`config.mk`:
```
export PLATFORM = sky130hd
export DESIGN_NAME = fcsl_cell
export DESIGN_NICKNAME = d
export VERILOG_FILES = /design/src/hw/rtl/fcsl_pkg.sv /design/src/hw/rtl/fcsl_cell.sv
export SDC_FILE = /design/constraint.sdc
export NUM_CORES = 1
export LEC_CHECK = 0
export ABC_AREA = 1
export BUFFER_PORTS_ARGS = -buffer_cell sky130_fd_sc_hd__buf_4
export CAP_MARGIN = 40
export CORE_MARGIN = 2
export CORE_UTILIZATION = 30
export DETAILED_ROUTE_END_ITERATION = 7
export PLACE_DENSITY = 0.65
export SLEW_MARGIN = 20
export SYNTH_ARGS = -nofsm -noshare
export SYNTH_HDL_FRONTEND = slang
export SYNTH_SLANG_ARGS = --single-unit
```
`constraint.sdc`:
```
create_clock -name clk -period 4.2 [get_ports clk]
set_input_delay 0.42 -clock clk [delete_from_list [all_inputs] [get_ports clk]]
set_output_delay 0.42 -clock clk [all_outputs]
set_load 0.01 [all_outputs]
```
`src/hw/rtl/fcsl_pkg.sv`:
```
// shared types and constants for the fixed capacity sequential list
package fcsl_pkg;

  localparam int unsigned VAL_W = 32;
  localparam int unsigned POS_W = 7;
  localparam int unsigned CNT_W = 7;
  localparam int unsigned CAP_W = 7;

  typedef enum logic [2:0] {
    FN_APPEND       = 3'd0,
    FN_PREPEND      = 3'd1,
    FN_INSERT_AT    = 3'd2,
    FN_REMOVE_LAST  = 3'd3,
    FN_REMOVE_FIRST = 3'd4,
    FN_REMOVE_AT    = 3'd5,
    FN_SEARCH       = 3'd6
  } func_t;

  typedef struct packed {
    logic                    en;
    logic                    shift_up;
    logic                    shift_down;
    logic [POS_W-1:0]        k;
    logic [CNT_W-1:0]        cnt;
    logic signed [VAL_W-1:0] value;
  } cell_cmd_t;

endpackage

```
`src/hw/rtl/fcsl_cell.sv`:
```
// one list slot: holds an entry, shifts with its neighbors, compares for search
module fcsl_cell
  import fcsl_pkg::*;
#(
  parameter int unsigned IW  = 7,
  parameter int unsigned IDX = 0
) (
  input  logic                    clk,
  input  cell_cmd_t               cmd,
  input  logic signed [VAL_W-1:0] left_i,
  input  logic signed [VAL_W-1:0] right_i,
  output logic signed [VAL_W-1:0] data_o,
  output logic                    hit_o
);

  localparam logic [IW-1:0] MY = IW'(IDX);

  logic signed [VAL_W-1:0] data_r, data_nxt;
  logic                    hit_r, hit_nxt;
  logic [IW-1:0]           k_w, cnt_w;

  assign k_w   = IW'(cmd.k);
  assign cnt_w = IW'(cmd.cnt);

  always_comb begin
    data_nxt = data_r;
    if (cmd.shift_up) begin
      if (MY > k_w) begin
        data_nxt = left_i;
      end else if (MY == k_w) begin
        data_nxt = cmd.value;
      end
    end else if (cmd.shift_down) begin
      if (MY >= k_w) begin
        data_nxt = right_i;
      end
    end
  end

  // match against the entry as it was before this item
  assign hit_nxt = (data_r == cmd.value) && (MY < cnt_w);

  always_ff @(posedge clk) begin
    if (cmd.en) begin
      data_r <= data_nxt;
      hit_r  <= hit_nxt;
    end
  end

  assign data_o = data_r;
  assign hit_o  = hit_r;

endmodule

```
==> impl_metrics.tcl, run 1 <==
set metrics [dict create \
    status "finished, final reports clean" \
    avgSynthCellArea_um2 7.45 \
    dr.pass1.iters 4 \
    synthToLayoutAreaGrowth_pct 51.8 \
    nets 494 \
    htreeDepth 2 \
    fp-row-count 29 \
    use_met1_pct 18.9 \
    dr_total_vias 1978 \
    drc 0 \
    utilization_pct 47.0 \
    wl_per_cell_um 11.8 \
    path_buf_inv 2 \
    p_total_uw 718 \
    grt.overflow.total 0 \
    cts_resized 0 \
    r2r-start "data_o[13]$_DFFE_PP_" \
    startpoint "cmd[47]" \
    antenna_found_initial 0 \
    grt_max_degree 53 \
    first_iter_violations 77 \
    synthDistinctLibCells 18 \
    grt_use_met3_pct 4.67 \
    cts_buffer_depth 2 \
    p_per_area_nw_per_um2 241 \
    min_from "cmd[48]" \
    die_height_um 84.9 \
    die-area_um2 7220 \
    hold-path-cell-count 1 \
    portBuffers 114 \
    holdBufCountCts 0 \
    grt_pass1_vias 1948 \
    cp_cell_sequence "buf_4 -> inv_2 -> o21ai_0" \
    rsz0062_at_grt "no" \
    worst_pin_slew_ns 0.762 \
    r2r_cells 5 \
    root_buffer "clkbuf_8" \
    cts_tree "done" \
    critPathArrivalTime_ns 1.40 \
    core-area_um2 6350 \
    setup_viol 0 \
    cp_top_family "buffers and inverters" \
    cts_buffers 5 \
    synth_nets 378 \
    path_clk_slew_ns 0.07 \
    synth-seq-cells 33 \
    insertion_delay_ns 0.28 \
    top_usage_layer "met2" \
    peakVddDrop_uv 136 \
    fin_crit_ns 1.40 \
    grt_pass1_wl_um 8690 \
    path_class "input port to flip-flop" \
    required_ns 4.20 \
    min_to "hit_o$_DFFE_PP_" \
    gp_congestion 0.736 \
    crit_path_max_incr_delay_ns 0.57 \
    critPathSlowestCell "inv_2" \
    fp.dieW_um 84.9 \
    yosysWarnings 0 \
    slew_headroom_pct 49.1 \
    postCtsSetupRepairBufs 0 \
    fin_skew_ns 0.00277 \
    start_kind "input port" \
    yosysSeqAreaShare_pct 50.4 \
    r2r_end "hit_o$_DFFE_PP_" \
    drive_above_1_share_pct 32.5 \
    drtAntennaViolNets 0 \
    finalMaxSlewViolations 0 \
    maxCapViolCount 0 \
    hold_viol_final 0 \
    cp-end-kind "flip-flop" \
    hpwl_um 4150 \
    syn_inst 264 \
    use_met2_pct 25.6 \
    tns_ns 0 \
    drt-total-wl_um 5400 \
    post-route-period-util_pct 33.4 \
    grt_usage_pct 15.1 \
    viasPerCell 4.32 \
    start_util_pct 31.0 \
    mappedNetlistArea_um2 1970 \
    diodes 0 \
    critical_path_depth 3 \
    fmax_mhz 713 \
    hold_class "input port to flip-flop" \
    rrSetupSlack_ns 2.98 \
    cts_num_sinks 33 \
    leakage_uw 0.00152 \
    ios 147 \
    worstPathMaxFanout 52 \
]
-- final cells by class --
type	count	area, µm²
sequential	33	991
timing repair buffer	115	863
tap	77	96.3
clock buffer	8	80.1
fill	645	3370
multi-input combinational	186	807
inverter	39	146
-- logic make-up (layout without fill, tap and decap cells) --
logic type	count (synthesis)	in the layout	synth area share, %
simple gates	150	150	29.5
buf+inv	45	162	8.85
flops	33	33	50.4
compound gates	26	26	6.75
xor+xnor	10	10	4.46
-- stage by stage --
stage,instance area [µm²],std cells,hold slack (ns),setup slack [ns]
final,2980,458,0.344,2.80
after global routing,2980,458,0.334,2.67
after CTS,2980,458,0.334,2.76
after detailed placement,2900,450,0.628,2.45
after global placement,2900,450,0.631,2.47
after floorplan,1970,264,0.532,0.0288
-- layer usage --
metal | wire length (µm) | share of wire (%)
met1 | 2280 | 42
met2 | 2670 | 49
met3 | 402 | 7.4
met4 | 51 | 0.94
met5 | 0 | 0
-- Yosys cell counts --
library cell	instances	share of area, %
buf_2	4	1.0
clkbuf_1	2	0.38
edfxtp_1	33	50
inv_1	38	7.3
inv_2	1	0.19
nand2_1	120	23
nand3_1	3	0.76
nor2_1	21	4.0
nor2b_1	1	0.32
nor3_1	1	0.25
nor4_1	1	0.32
o211ai_1	1	0.38
o21ai_0	24	6.1
o21ai_1	1	0.25
or2_0	1	0.32
or2_2	2	0.64
xnor2_1	9	4.0
xor2_1	1	0.45
-- cell usage in the layout, fill, tap and decap left out --
| cell type | Yosys | final |
|---|---|---|
| xnor2_1 | 9 | 9 |
| inv_1 | 38 | 38 |
| nor3_1 | 1 | 1 |
| or2_0 | 1 | 1 |
| clkbuf_1 | 2 | 3 |
| edfxtp_1 | 33 | 33 |
| xor2_1 | 1 | 1 |
| o21ai_1 | 1 | 1 |
| nor2_1 | 21 | 21 |
| o211ai_1 | 1 | 1 |
| or2_2 | 2 | 2 |
| nand2_1 | 120 | 120 |
| nor4_2 | 0 | 1 |
| inv_2 | 1 | 1 |
| nor2b_1 | 1 | 1 |
| buf_4 | 0 | 115 |
| o21ai_0 | 24 | 24 |
| clkbuf_8 | 0 | 5 |
| nand3_1 | 3 | 3 |
-- worst max path at each step --
stage / endpoint
2_1_floorplan: data_o[0]$_DFFE_PP_
3_3_place_gp: data_o[8]$_DFFE_PP_
3_5_place_dp: data_o[13]$_DFFE_PP_
4_1_cts: data_o[14]$_DFFE_PP_
5_1_grt: data_o[4]$_DFFE_PP_
6_report: data_o[14]$_DFFE_PP_
-- sequential cells by signal (all words and copies together) (netlist names) --
register,cells
data_o,32
hit_o,1
-- where the power goes --
| part | switching, µW | total, µW | leakage [µW] | internal, µW |
|---|---|---|---|---|
| logic | 50.7 | 120 | 0.00119 | 69.3 |
| clock network | 114 | 231 | 0.0000395 | 118 |
| registers | 0.718 | 367 | 0.000289 | 366 |
| total | 165 | 718 | 0.00152 | 553 |
-- worst register-to-register path: cells and delay by family, from the launching register on --
kind | cells | cell delay, ns
AND/OR/NAND/NOR | 5 | 0.56
flip-flops | 1 | 0.42
No activity file was read; power rests on OpenSTA's default activity.
==> run 2: changes to the inputs <==
--- a/config.mk
+++ b/config.mk
@@ -11,7 +11,6 @@
 export CORE_MARGIN = 2
 export CORE_UTILIZATION = 30
 export DETAILED_ROUTE_END_ITERATION = 7
-export PLACE_DENSITY = 0.65
 export SLEW_MARGIN = 20
 export SYNTH_ARGS = -nofsm -noshare
 export SYNTH_HDL_FRONTEND = slang
==> constraint.sdc (replaced) <==
create_clock -name clk -period 1.5 [get_ports clk]
set_input_delay 0.15 -clock clk [delete_from_list [all_inputs] [get_ports clk]]
set_output_delay 0.15 -clock clk [all_outputs]
set_load 0.01 [all_outputs]
==> run 2 against run 1 <==
- sequential power grew to 2.8 times the previous value
- clock skew grew 0.0053 ns
- final cell count grew 0.22%
- combinational power grew to 2.9 times the previous value
- routed wire length shrank 3.6%
- critical path type is now flip-flop to flip-flop
==> impl_metrics.tcl, run 2 (synthesis gave the netlist of run 1 again) <==
set metrics [dict create \
    status "finished, final reports clean" \
    cp_top_family "simple AND/OR/NAND/NOR gates" \
    path_buf_inv 0 \
    gp_congestion 0.800 \
    peakVddDrop_uv 390 \
    dr.pass1.iters 4 \
    die_height_um 84.9 \
    cts_resized 0 \
    path_clk_slew_ns 0.07 \
    utilization_pct 48.1 \
    top_layer "met4" \
    cts_buffer_depth 2 \
    hold_viol_final 0 \
    p_total_uw 1990 \
    worstPathMaxFanout 3 \
    drc 0 \
    fp-row-count 29 \
    timing.final.ws_setup_ns 0.270 \
    finalMaxSlewViolations 0 \
    nets 496 \
    grt.overflow.total 0 \
    layout_common_cells "nand2_1 (120), buf_4 (114), inv_1 (38)" \
    hpwl_um 4140 \
    grt_pass1_vias 1943 \
    holdBufCountCts 0 \
    largest_register_ffs 32 \
    synthToLayoutAreaGrowth_pct 55.3 \
    maxCapViolCount 0 \
    start_kind "flip-flop" \
    cp-end-kind "flip-flop" \
    grt_usage_pct 14.6 \
    fin_skew_ns 0.00803 \
    pwr-share-clk_pct 30.9 \
    power_frac_comb_pct 17.6 \
    fmax_mhz 813 \
    rsz0062_at_grt "no" \
    hold_class "input port to flip-flop" \
    seqPwrFrac_pct 51.5 \
    start_util_pct 31.0 \
    first_iter_violations 72 \
    setup_viol 0 \
    fp.dieW_um 84.9 \
    tns_ns 0 \
    switching_share_pct 22.6 \
    path_class "flip-flop to flip-flop" \
    core-area_um2 6350 \
    p_int_uw 1540 \
    drive_above_1_share_pct 33.5 \
    drtAntennaViolNets 0 \
    die-area_um2 7220 \
    viasPerCell 4.32 \
    final_common_cell "nand2_1" \
    dr_wl_met2_um 2570 \
    ios 147 \
    cts_buffers 5 \
    cp_cell_sequence "nand2_1 -> o21ai_0 -> or2_0 -> nor2_1 -> nand3_1 -> nor2_1" \
    root_buffer "clkbuf_8" \
    insertion_delay_ns 0.28 \
    critPathSlowestCell "edfxtp_1" \
    drt-total-wl_um 5210 \
    cts_num_sinks 33 \
    p_per_area_nw_per_um2 653 \
    dr_wl_met3_um 400 \
    post-route-period-util_pct 82.0 \
    grt_pass1_wl_um 8470 \
    slew_headroom_pct 79.0 \
    wl_met1_um 2210 \
    htreeDepth 2 \
    switching_power_uw 450 \
    fin_crit_ns 1.23 \
    postCtsSetupRepairBufs 0 \
    grt_max_degree 33 \
    antenna_found_initial 0 \
    worst_pin_slew_ns 0.315 \
    required_ns 1.64 \
    worst_path_most_repeated_cell "nor2_1" \
    portBuffers 114 \
    cts_tree "done" \
    dr_total_vias 1982 \
    diodes 0 \
    post-place-ws_ns 0.196 \
    crit_path_max_incr_delay_ns 0.41 \
    critPathArrivalTime_ns 1.37 \
    wl_per_cell_um 11.3 \
    leakage_uw 0.00154 \
]
-- run 2: routing by layer --
layer,vias to the layer above,global-route usage (%)
li1,1047,-
met1,858,17.4
met2,73,25.2
met3,4,4.47
met4,0,4.62
met5,-,0
-- run 2: power groups by stage --
stage          registers, µW  logic, µW  clock network (µW)
3_5_place_dp            1050        356                   0
4_1_cts                 1030        357                 649
2_1_floorplan           1050        133                   0
3_3_place_gp            1050        350                   0
5_1_grt                 1030        398                 679
6_report                1030        351                 615
-- run 2: path summary, 6_finish.rpt --
path	start	to	slack (ns)	depth (start not counted)
worst max-delay path	data_o[9]$_DFFE_PP_	hit_o$_DFFE_PP_	0.27	6
worst max register to register	data_o[9]$_DFFE_PP_	hit_o$_DFFE_PP_	0.27	6
worst min-delay path	cmd[48]	hit_o$_DFFE_PP_	0.08	1
worst min register to register	data_o[31]$_DFFE_PP_	hit_o$_DFFE_PP_	0.82	5
-- run 2: stage by stage --
step | hold slack (ns) | std cells | instance area (µm²)
6_report | 0.0788 | 459 | 3050
5_1_grt | 0.0638 | 459 | 3050
4_1_cts | 0.0656 | 459 | 3050
3_5_place_dp | 0.357 | 452 | 2980
3_3_place_gp | 0.356 | 452 | 2980
2_1_floorplan | 0.262 | 264 | 1990
-- run 2: cell type report --
type	instances	area (µm²)
fillers	657	3300
flip-flops and latches	33	991
repair buffers	117	916
multi-input cells	186	826
inverters	39	146
well taps	77	96.3
clock buffers	6	72.6
clock inverters	1	3.75
-- run 2: worst register-to-register path: stages (launching register included) --
cell and delay [ns]:
edfxtp_1 0.41, nand2_1 0.09, o21ai_0 0.08, or2_0 0.20
nor2_1 0.11, nand3_1 0.10, nor2_1 0.11
